**src/sv/ipv4_descending_sorter_top_macros.svh**
```systemverilog
// Assertion macros for the IPv4 descending sorter.
`ifndef IPV4_DESCENDING_SORTER_TOP_MACROS_SVH
`define IPV4_DESCENDING_SORTER_TOP_MACROS_SVH

`ifndef SYNTHESIS
// Same-cycle implication, checked on clk, disabled in rst.
`define IPV4S_ASSERT_NOW(lbl, ante, cons, msg) \
  lbl: assert property (@(posedge clk) disable iff (rst) (ante) |-> (cons)) \
    else $error(msg);
// Next-cycle implication, checked on clk, disabled in rst.
`define IPV4S_ASSERT_NEXT(lbl, ante, cons, msg) \
  lbl: assert property (@(posedge clk) disable iff (rst) (ante) |=> (cons)) \
    else $error(msg);
`else
`define IPV4S_ASSERT_NOW(lbl, ante, cons, msg)
`define IPV4S_ASSERT_NEXT(lbl, ante, cons, msg)
`endif

`endif

```
**src/sv/ipv4s_pkg.sv**
```systemverilog
// Shared types and constants for the IPv4 descending sorter.
`default_nettype none
package ipv4s_pkg;

  localparam int MAX_ENTRIES_DEF = 256;
  localparam int IP_W            = 32;

  localparam logic ACT_PUSH = 1'b0;
  localparam logic ACT_POP  = 1'b1;

  typedef enum logic [1:0] {
    ST_OK    = 2'd0,
    ST_EMPTY = 2'd1,
    ST_FULL  = 2'd2
  } status_t;

  typedef enum logic [1:0] {
    S_IDLE,
    S_SCAN,
    S_RESP
  } ctrl_state_t;

  typedef struct packed {
    logic [IP_W-1:0] addr;
    status_t         status;
  } result_t;

endpackage
`default_nettype wire

```
**src/sv/ipv4s_ctrl.sv**
```systemverilog
// Push/pop sequencer: appends on push, scans the store for the maximum on pop.
`default_nettype none
module ipv4s_ctrl import ipv4s_pkg::*; #(
  parameter int MAX_ENTRIES = MAX_ENTRIES_DEF,
  localparam int AW = (MAX_ENTRIES > 1) ? $clog2(MAX_ENTRIES) : 1,
  localparam int CW = $clog2(MAX_ENTRIES + 1)
) (
  input  wire logic            clk,
  input  wire logic            rst,
  input  wire logic            in_valid,
  output logic                 in_ready,
  input  wire logic            action,
  input  wire logic [IP_W-1:0] address,
  output logic                 rd_en,
  output logic      [AW-1:0]   rd_addr,
  input  wire logic [IP_W-1:0] rd_data,
  output logic                 wr_en,
  output logic      [AW-1:0]   wr_addr,
  output logic      [IP_W-1:0] wr_data,
  output logic                 res_valid,
  input  wire logic            res_ready,
  output result_t              res
);

  ctrl_state_t     state, state_next;
  logic [CW-1:0]   count, count_next;
  logic [CW-1:0]   idx, idx_next;        // next entry to read
  logic [AW-1:0]   pend_idx, pend_next;  // entry whose data arrives this cycle
  logic [IP_W-1:0] best_val, best_val_next;
  logic [AW-1:0]   best_idx, best_idx_next;
  result_t         res_next;
  logic [IP_W-1:0] cand_val;
  logic [AW-1:0]   cand_idx;

  always_ff @(posedge clk) begin
    if (rst) begin
      state <= S_IDLE;
      count <= '0;
    end else begin
      state <= state_next;
      count <= count_next;
    end
  end

  always_ff @(posedge clk) begin
    idx      <= idx_next;
    pend_idx <= pend_next;
    best_val <= best_val_next;
    best_idx <= best_idx_next;
    res      <= res_next;
  end

  // running maximum; ties keep the earlier entry
  always_comb begin
    if (rd_data > best_val) begin
      cand_val = rd_data;
      cand_idx = pend_idx;
    end else begin
      cand_val = best_val;
      cand_idx = best_idx;
    end
  end

  always_comb begin
    state_next    = state;
    count_next    = count;
    idx_next      = idx;
    pend_next     = pend_idx;
    best_val_next = best_val;
    best_idx_next = best_idx;
    res_next      = res;
    rd_en         = 1'b0;
    rd_addr       = idx[AW-1:0];
    wr_en         = 1'b0;
    wr_addr       = count[AW-1:0];
    wr_data       = address;
    in_ready      = 1'b0;
    res_valid     = 1'b0;
    unique case (state)
      S_IDLE: begin
        in_ready = 1'b1;
        if (in_valid) begin
          state_next = S_RESP;
          if (action == ACT_PUSH) begin
            if (count == CW'(MAX_ENTRIES)) begin
              res_next = '{addr: '0, status: ST_FULL};
            end else begin
              wr_en      = 1'b1;
              count_next = count + CW'(1);
              res_next   = '{addr: '0, status: ST_OK};
            end
          end else if (count == '0) begin
            res_next = '{addr: '0, status: ST_EMPTY};
          end else begin
            rd_en         = 1'b1;
            rd_addr       = '0;
            pend_next     = '0;
            idx_next      = CW'(1);
            best_val_next = '0;
            best_idx_next = '0;
            state_next    = S_SCAN;
          end
        end
      end
      S_SCAN: begin
        best_val_next = cand_val;
        best_idx_next = cand_idx;
        if (idx < count) begin
          rd_en     = 1'b1;
          rd_addr   = idx[AW-1:0];
          pend_next = idx[AW-1:0];
          idx_next  = idx + CW'(1);
        end else begin
          // rd_data is the last entry: move it into the freed slot
          wr_en      = 1'b1;
          wr_addr    = cand_idx;
          wr_data    = rd_data;
          count_next = count - CW'(1);
          res_next   = '{addr: cand_val, status: ST_OK};
          state_next = S_RESP;
        end
      end
      S_RESP: begin
        res_valid = 1'b1;
        if (res_ready) begin
          state_next = S_IDLE;
        end
      end
      default: state_next = S_IDLE;
    endcase
  end

endmodule
`default_nettype wire

```
**config.mk**
```make
export PLATFORM = sky130hd
export DESIGN_NAME = ipv4s_ctrl
export DESIGN_NICKNAME = d
export VERILOG_FILES = /design/src/sv/ipv4_descending_sorter_top_macros.svh /design/src/sv/ipv4s_pkg.sv /design/src/sv/ipv4s_ctrl.sv
export SDC_FILE = /design/constraint.sdc
export NUM_CORES = 1
export LEC_CHECK = 0
export BUFFER_PORTS_ARGS = -buffer_cell sky130_fd_sc_hd__buf_2
export CORE_MARGIN = 2
export CORE_UTILIZATION = 58
export CTS_BUF_LIST = sky130_fd_sc_hd__clkbuf_16
export CTS_CLUSTER_SIZE = 28
export DETAILED_ROUTE_END_ITERATION = 16
export PLACE_DENSITY = 0.86
export SYNTH_ARGS = -nofsm -noshare
export SYNTH_HDL_FRONTEND = slang
export SYNTH_SLANG_ARGS = --single-unit
```
**constraint.sdc**
```tcl
create_clock -name clk -period 7.11 [get_ports clk]
set_input_delay 0.3555 -clock clk [delete_from_list [all_inputs] [get_ports clk]]
set_output_delay 0.3555 -clock clk [all_outputs]
set_load 0.01 [all_outputs]
```
==> key figures <==
Run status
  • Status: finished clean

CTS
  • Clk buf depth: 2
  • Num CTS Buffers: 9
  • CTS tree: done
  • H-tree Lvls: 3
  • Post-CTS setup buffer count: 0
  • Clock tree sinks: 102
  • Root buffer cell: clkbuf_16
  • Reg clk slew, reported paths: 0.07 ns
  • Post-CTS Resized: 0
  • CTS Hold Bufs: 0
  • Clk Latency, worst-skew pair: 0.34 ns

STA
  • Final Cycle Share: 0.5286
  • Setup Skew: 0.007106 ns
  • Final slew viol count: 0
  • Actual slew at the worst max-slew pin: 1.206 ns
  • RSZ-0062 raised after global routing: no
  • Fin worst setup slack: approximately 3.4 ns
  • Min Tclk post-route: between 3 and 4 ns
  • Final setup TNS: 0 ns
  • Fin. Hold Viols: 0
  • Max frequency: 0.2661 GHz
  • Final setup fails: 0
  • Slew headroom: 0.1944

Logic synthesis
  • Synth top area share: 0.4585
  • Synth area leaders: edfxtp_1, ha_1, mux2i_1, nor2_1, mux2_2
  • Synth unique cells: 49
  • Synth Cell Area: 0.005959 mm²
  • Yosys warns: 0
  • Synth Flop Type: edfxtp_1
  • EDFF count, synth: 91
  • Synth area leader: edfxtp_1
  • Mean post-synth cell area: 11.37 µm²
  • Most instantiated library cell after synthesis: edfxtp_1
  • Sequential-to-total area share from yosys stat: 0.4955
  • Ys async rst share: 0
  • #FFs+latches synth: 102
  • Post-Synthesis Cells: 524
  • Synth Net Count: around 640
  • Post-synth top cells: edfxtp_1, nor2_1, ha_1

Power and ir drop
  • Tot Pwr: 1.623 mW
  • PD cells: 228.8 mW/mm²
  • Worst ir drop on vdd: 155.0 µV
  • Static Leakage: 3.216 nW

Critical path
  • Setup Crit Path Kind: reg2out
  • Worst R2R Setup Slack: 3.72 ns
  • Startpoint Class: flip-flop
  • R2R Path Start: state[1]
  • CP Data Arrival Time: 3.40 ns
  • Crit end category: output port
  • Worst Path Required: 6.75 ns
  • Reg2reg end: count[8]
  • CP Max Fanout: 30
  • Worst R2R Path Depth: 11

Global route
  • Global route overflow: 0
  • Initial antenna violation count: 0
  • Global-route wire length before repair: roughly 22 mm
  • Vias in the first global route: 4,534
  • Total GRT Usage: 0.2518
  • Largest net degree at the start of global routing: 54

Layout
  • # diodes: 0
  • Area Overhead vs Synth: 19.04%
  • Fill cell count: about 700
  • Layout cells sized above 1: 0.3004
  • Final #Nets: ~800
  • Final Util: 0.6997

Die
  • Rows: 37
  • Initial Util: 0.5878
  • I/O pin cnt: 155
  • Die Y: ~110 µm
  • Core area: 0.01014 mm²
  • Full die area: 0.01110 mm²
  • Die width: about 110 µm

Detailed routing
  • DRT antenna net count: 0
  • Via Count: 4,614
  • DRT Pass-1 Iters: 5
  • Detailed Route Iter0 Violations: 250
  • WL met1: 5.462 mm
  • Mean routed wirelength per cell: around 17 µm
  • Routed WL: 13.80 mm
  • Top Metal Used: met4
  • Avg Vias per Cell: roughly 5.7
  • WL met3: 885 µm
  • Drc violations: 0
  • Met2 wire length: 7.257 mm

Place
  • GP Congestion: 0.8359
  • # port buffers: about 150
  • Dpl hpwl: 9.950 mm
  • Worst slack, placed: 3.663 ns

Run
  • Max cap viols: 0

Worst hold path
  • Worst hold path cell count: 3
  • Endpoint, Worst Hold: state[0]
  • Hold WC Path Type: in2reg
  • Hold path start: res_ready
-- layout make-up --
class | count | area [µm²] | area share
sequential | 102 | 2953 | 0.4162
multi-input combinational | 355 | 2700 | 0.3806
timing repair buffer | 158 | 800.8 | 0.1129
clock buffer | 9 | 225.2 | 0.03175
inverter | 48 | 180.2 | 0.02540
tap | 136 | 170.2 | 0.02399
clock inverter | 7 | 65.06 | 0.009171
-- state kept, by name (all words and copies together), names as in the netlist --
signal    cells
res          34
best_val     32
count         9
idx           9
best_idx      8
pend_idx      8
state         2
-- per-layer routing --
layer,vias to the layer above,track usage
li1,2181,-
met1,2221,0.2989
met2,194,0.4631
met3,18,0.04824
met4,0,0.06857
met5,-,0
-- metrics by stage --
| step | hold WS [ns] | instance area [µm²] | cells |
|---|---|---|---|
| finish | 0.3062 | 7094 | 815 |
| global route | 0.3279 | 7094 | 815 |
| CTS | 0.3037 | 7094 | 815 |
| detailed placement | 0.5866 | 6804 | 799 |
| global placement | 0.5633 | 6804 | 799 |
| floorplan | 0.5353 | 5959 | 524 |
-- power by group --
group | switching (mW) | total, mW | leakage (nW) | internal, mW
Combinational | 0.221 | 0.373 | 2.11 | 0.152
Clock | 0.215 | 0.486 | 0.148 | 0.271
Sequential | 0.0322 | 0.765 | 0.960 | 0.732
Total | 0.467 | 1.62 | 3.22 | 1.16
-- worst max path at each step --
stage                      start          to  slack, ns
global placement     rd_data[25]  wr_addr[6]       3.72
finish              best_val[14]  wr_addr[3]       3.35
floorplan                 idx[6]      idx[0]       4.20
CTS                 best_val[21]  wr_addr[3]       3.36
global route        best_val[14]  wr_addr[7]       3.10
detailed placement   rd_data[14]  wr_addr[3]       3.66
-- critical path, cell delays in order, from the launching register on --
cell and delay, ns:
edfxtp_1 0.42, inv_1 0.08, ha_1 0.25, a21oi_1 0.21, nand2_1 0.09, a21oi_1 0.16, nor4b_1 0.27, o22a_2 0.43
buf_4 0.52, mux2i_1 0.32, a21oi_1 0.10, buf_2 0.20
-- cells by family after synthesis --
logic type | Yosys count | synth area share
simple gates | 153 | 0.1245
flops | 102 | 0.4955
mux | 79 | 0.1394
buf+inv | 67 | 0.05354
compound gates | 63 | 0.06677
fa+ha+maj | 49 | 0.1041
xor+xnor | 11 | 0.01617
-- cell usage in the layout, fill, tap and decap left out, drive strengths merged --
cell and count:
mux2i 47, o22a 1, buf 158, edfxtp 91, a21boi 1, bufinv 1, o211ai 1, inv 50
a211oi 6, nand3 13, or3 5, nand4 8, ha 48, clkbuf 9, o21ai 10, nor4 4
nor3 7, a31oi 1, mux2 32, and4 1, fa 1, nand2b 2, xnor2 7, nand2 16
a21oi 31, nor4b 1, o2111ai 1, nor2b 4, clkinv 4, dfxtp 11, a2111oi 1, and3 3
and2 18, o41ai 1, xor2 4, nor2 71, a21o 7, o21a 2
(Power assumes the default switching activity.)
